### config.mk
export PLATFORM = sky130hd
export DESIGN_NAME = vka_ctrl
export DESIGN_NICKNAME = d
export VERILOG_FILES = /design/src/design/vka_pkg.sv /design/src/design/vka_ctrl.sv
export SDC_FILE = /design/constraint.sdc
export NUM_CORES = 1
export LEC_CHECK = 0
export ABC_AREA = 1
export ABC_CLOCK_PERIOD_IN_PS = 1300
export BUFFER_PORTS_ARGS = -buffer_cell sky130_fd_sc_hd__buf_2
export CAP_MARGIN = 15
export CORE_MARGIN = 2
export CORE_UTILIZATION = 50
export DETAILED_ROUTE_END_ITERATION = 10
export PLACE_DENSITY_LB_ADDON = 0.2
export SYNTH_ARGS = -nofsm -noshare
export SYNTH_HDL_FRONTEND = slang
export SYNTH_SLANG_ARGS = --single-unit
### constraint.sdc
create_clock -name clk_i -period 1.3 [get_ports clk_i]
set_input_delay 0.065 -clock clk_i [delete_from_list [all_inputs] [get_ports clk_i]]
set_output_delay 0.065 -clock clk_i [all_outputs]
set_load 0.005 [all_outputs]
### src/design/vka_pkg.sv
// Package for the voxel key id assigner: payload structs, codes, constants.
// No dependencies.
package vka_pkg;

  localparam int unsigned CapacityDefault = 4096;
  localparam int unsigned SizeW = 25;
  localparam int unsigned KeyW = 24;
  localparam int unsigned CoordW = 32;
  localparam int unsigned IdW = 12;
  localparam logic [SizeW-1:0] SizeReset = 25'd65536;

  localparam logic [1:0] OpAssign = 2'd0;
  localparam logic [1:0] OpLookup = 2'd1;
  localparam logic [1:0] OpClear = 2'd2;
  localparam logic [1:0] OpReserved = 2'd3;

  localparam logic [2:0] StFound = 3'd0;
  localparam logic [2:0] StInserted = 3'd1;
  localparam logic [2:0] StNotFound = 3'd2;
  localparam logic [2:0] StFull = 3'd3;
  localparam logic [2:0] StCleared = 3'd4;

  typedef struct packed {
    logic [1:0] opcode;
    logic signed [31:0] point_x;
    logic signed [31:0] point_y;
    logic signed [31:0] point_z;
    logic signed [23:0] query_x;
    logic signed [23:0] query_y;
    logic signed [23:0] query_z;
  } cmd_t;

  typedef struct packed {
    logic [2:0] status;
    logic [11:0] voxel_id;
    logic signed [23:0] cell_x;
    logic signed [23:0] cell_y;
    logic signed [23:0] cell_z;
    logic signed [31:0] center_x;
    logic signed [31:0] center_y;
    logic signed [31:0] center_z;
  } rsp_t;

  // controller -> datapath
  typedef struct packed {
    logic load;       // capture command and size
    logic div_start;  // start three dividers
    logic mul_step;   // compute centers, one axis per step
    logic scan_start; // begin table scan
    logic scan_step;  // advance scan address
    logic insert;     // write key at entry_count
    logic clear;      // empty table
    logic finish;     // present result
  } ctl_t;

  // datapath -> controller
  typedef struct packed {
    logic div_done;
    logic scan_last;  // no more entries to compare
    logic hit;        // registered compare matched
    logic rd_pending; // read data present, compare not yet in hit
    logic is_assign;
    logic is_lookup;
    logic is_clear;
  } sts_t;

endpackage

### src/design/vka_ctrl.sv
// Controller state machine sequencing clear, divide, multiply, scan, insert.
// Depends on vka_pkg.
module vka_ctrl import vka_pkg::*; (
  input  logic clk_i,
  input  logic rst_ni,
  input  logic start_i,
  output logic busy_o,
  output logic done_o,
  output ctl_t ctl_o,
  input  sts_t sts_i
);
  typedef enum logic [7:0] {
    SIdle  = 8'b0000_0001,
    SDecode= 8'b0000_0010,
    SDiv   = 8'b0000_0100,
    SMul   = 8'b0000_1000,
    SScan  = 8'b0001_0000,
    SDrain = 8'b0010_0000,
    SWrite = 8'b0100_0000,
    SDone  = 8'b1000_0000
  } state_e;

  state_e state_q, state_d;
  logic [1:0] mcnt_q, mcnt_d;

  always_comb begin
    state_d = state_q; mcnt_d = mcnt_q; ctl_o = '0;
    unique case (state_q)
      SIdle: begin
        if (start_i) begin ctl_o.load = 1'b1; state_d = SDecode; end
      end
      SDecode: begin
        mcnt_d = '0;
        if (sts_i.is_clear) begin ctl_o.clear = 1'b1; state_d = SDone; end
        else if (sts_i.is_assign) begin ctl_o.div_start = 1'b1; state_d = SDiv; end
        else if (sts_i.is_lookup) state_d = SMul;
        else state_d = SDone;
      end
      SDiv: if (sts_i.div_done) state_d = SMul;
      SMul: begin
        ctl_o.mul_step = 1'b1; mcnt_d = mcnt_q + 1'b1;
        if (mcnt_q == 2'd2) begin ctl_o.scan_start = 1'b1; state_d = SScan; end
      end
      SScan: begin
        if (sts_i.hit) state_d = SDone;
        else if (sts_i.scan_last) state_d = SDrain;
        else ctl_o.scan_step = 1'b1;
      end
      SDrain: begin
        if (!sts_i.rd_pending && !sts_i.hit) begin
          if (sts_i.is_assign) state_d = SWrite; else state_d = SDone;
        end else if (sts_i.hit) state_d = SDone;
      end
      // insert; the datapath drops it when the table is full
      SWrite: begin
        ctl_o.insert = 1'b1; state_d = SDone;
      end
      SDone: begin
        ctl_o.finish = 1'b1; state_d = SIdle;
      end
      default: state_d = SIdle;
    endcase
  end

  always_ff @(posedge clk_i or negedge rst_ni) begin
    if (!rst_ni) begin
      state_q <= SIdle; mcnt_q <= '0;
    end else begin
      state_q <= state_d; mcnt_q <= mcnt_d;
    end
  end

  assign busy_o = (state_q != SIdle);
  assign done_o = ctl_o.finish;
endmodule

==> results.ini <==
[run_status]
status=finished with violations
violations=setup timing

[pwr]
power_frac_comb=0.630
peakVddDrop_mv=0.9372
swShare=0.4438
p_leak_nw=0.6431
power.density_mw_per_mm2=1477
seq_power_share=0.241
p_int_mw=1.019
power.share.clock=0.130
p_sw_uw=813.6

[critical_path]
start_kind=register
timing.rr.start=state_q[3]
worst-r2r-setup-slack_ps=-160
critPathKind=reg2out
crit_slowest_cell=dfrtp_1
cp_slowest_stage_delay_ps=420
crit_family=simple AND/OR/NAND/NOR gates
critPathLaunch=state_q[1]
crit_arrival_ps=1480
critPathBufInv=3
required_ps=1240
path_max_fanout=5
cp_cell_sequence=nor2_2 > nand2_2 > inv_4 > nand4_1 > inv_1 > buf_2
critical_path.endpoint_type=output port

[sta]
finalCriticalPeriod_ps=1545
fin_skew_ps=8.557
timing_max_transition_violations_final=0
hold_viol_final=0
setup_viol=14
max-slew-margin-rel=0.8272
worst_slack_ps=-245.1
grt_setup_unrepaired=true
fin_crit_sh=1.189
max_freq_ghz=0.6472
worst_slew_pin_slew_ps=257.1

[finish]
fin_area_mm2=0.001241
area_growth_pct=67.28
drive_gt1_frac=0.6159
nNetsFinal=163
antenna_cells=0
utilization=0.9194

[yosys]
synth.avg_cell_area_um2=7.134
ys_seq_area_frac=0.3390
syn_inst=104
yosys_warnings=0
syn_nets=115
netlist-cell-type-count=24
ys_seq_elements=10
synth_area_um2=742.0

[global_route]
grt_usage=0.2358
grt_max_degree=11
grt_pass1_wl_mm=3.194
grt-ovfl-total=0
antenna_found_initial=0
first_global_vias=735

[clock_network]
numCtsBuffers=3
clock-sinks=10
cts_tree=built
cts_buffer_depth=2
clock_latency_ps=270
cts.clk_slew.worst_paths_ps=80
cts_root_buffer=clkbuf_4
htreeDepth=1

[routing]
drtPass1Iterations=6
route.vias.total=991
drt-initial-drc-count=52
drcViolationCount=0
wire_per_inst_um=17.58
drtAntennaViolNets=0
viasPerCell=5.970
wl_mm=2.918

[die]
core_area_mm2=0.001350
dieWidth_um=42.52
num_io_pins=20
rows=13
fp.dieH_um=42.52
die_area_mm2=0.001808
start_util=0.5496

[min_path]
hold_class=in2reg
min_from=sts_i[6]

[place]
dp_hpwl_mm=1.211
place_area_um2=848.3
gp_congestion=0.8451
port-buffer-count=19

[run]
cap_violations=0

## metal layers
metal | up-vias | routed length (um) | global-route usage
met1 | 442 | 1012 | 0.2865
li1 | 425 | - | -
met4 | 0 | 194 | 0.07500
met3 | 30 | 298 | 0.02586
met2 | 94 | 1412 | 0.4277
met5 | - | 0 | 0
## Yosys cell counts, drive strengths merged
library cell  count  share of area
nand3b            1          0.015
nand4             1         0.0084
dfrtp             9           0.30
nor4              2          0.017
buf               1          0.010
ha                1          0.017
inv              19           0.10
nand3            14           0.11
nand2            25           0.16
or2               1         0.0084
nor3              1          0.013
o22ai             1         0.0084
dfstp             1          0.035
nor2             21           0.15
o21ai             6          0.040
## cell families (layout without fill, tap and decap cells)
| family | Yosys count | in the layout | share of synthesized area |
|---|---|---|---|
| and+or+nand+nor | 66 | 66 | 0.4857 |
| adders and majority gates | 1 | 1 | 0.01686 |
| AOI/OAI and AO/OA | 7 | 7 | 0.04891 |
| buffers and inverters | 20 | 67 | 0.1096 |
| DFF | 10 | 10 | 0.3390 |
## sequential cells by signal, summed over array words and instances, names as in the netlist
name / flops
state_q: 8
mcnt_q: 2
## power groups by stage
stage	combinational (mW)	sequential [mW]	clock, mW
after floorplan	0.374	0.420	0
after global placement	0.488	0.427	0
after detailed placement	0.496	0.431	0
after CTS	0.719	0.424	0.233
after global routing	1.21	0.446	0.246
final	1.15	0.441	0.238
## cell type report
| type | instances | area (um^2) |
|---|---|---|
| tap | 15 | 18.77 |
| inverter | 19 | 73.82 |
| fill | 52 | 108.9 |
| timing repair buffer | 44 | 311.5 |
| clock buffer | 4 | 26.28 |
| sequential | 10 | 251.5 |
| multi-input combinational | 74 | 559.3 |
## worst register-to-register path: cells and delay by family, from the launching register on
family	cells	cell delay (ps)
buffers and inverters	4	350
AND/OR/NAND/NOR	6	590
flip-flops	1	410
## timing repair
action	CTS	global route
hold buffers	1	0
endpoints found under the setup margin	10	15
endpoints found under the hold margin	10	0
buffers inserted	13	12
gates resized for setup	16	31
pin swaps	9	20
## path summary, 6_finish.rpt
check                           cells after the start         end
min in group asynchronous                           2   mcnt_q[1]
worst min-delay path                                3  state_q[2]
worst max-delay path                                6    ctl_o[2]
worst max register to register                     10  state_q[5]
worst min register to register                      1   mcnt_q[0]
max in group asynchronous                           2  state_q[0]
## through the flow
stage	cells	power [mW]	hold WS (ps)	setup WS [ps]	TNS [ps]
2_1_floorplan	104	0.7943	-230.6	132.2	0
3_3_place_gp	137	0.9144	-60.10	57.99	0
3_5_place_dp	137	0.9263	-57.05	30.31	0
4_1_cts	155	1.376	68.84	-149.1	-602.2
5_1_grt	166	1.901	105.8	-310.5	-3070
6_report	166	1.833	94.71	-245.1	-2218
## cell usage in the layout (no fill, tap or decap), types with 5 or more instances in the layout
master    n
nand2_2   5
buf_2    19
dfrtp_1   9
buf_6     7
nand3_1   7
nand2_1  13
inv_1     8
buf_4    17
nand2_4   7
nor2_4    8
nand3_2   5
inv_2    10
nor2_1   10
(Power assumes the default switching activity.)
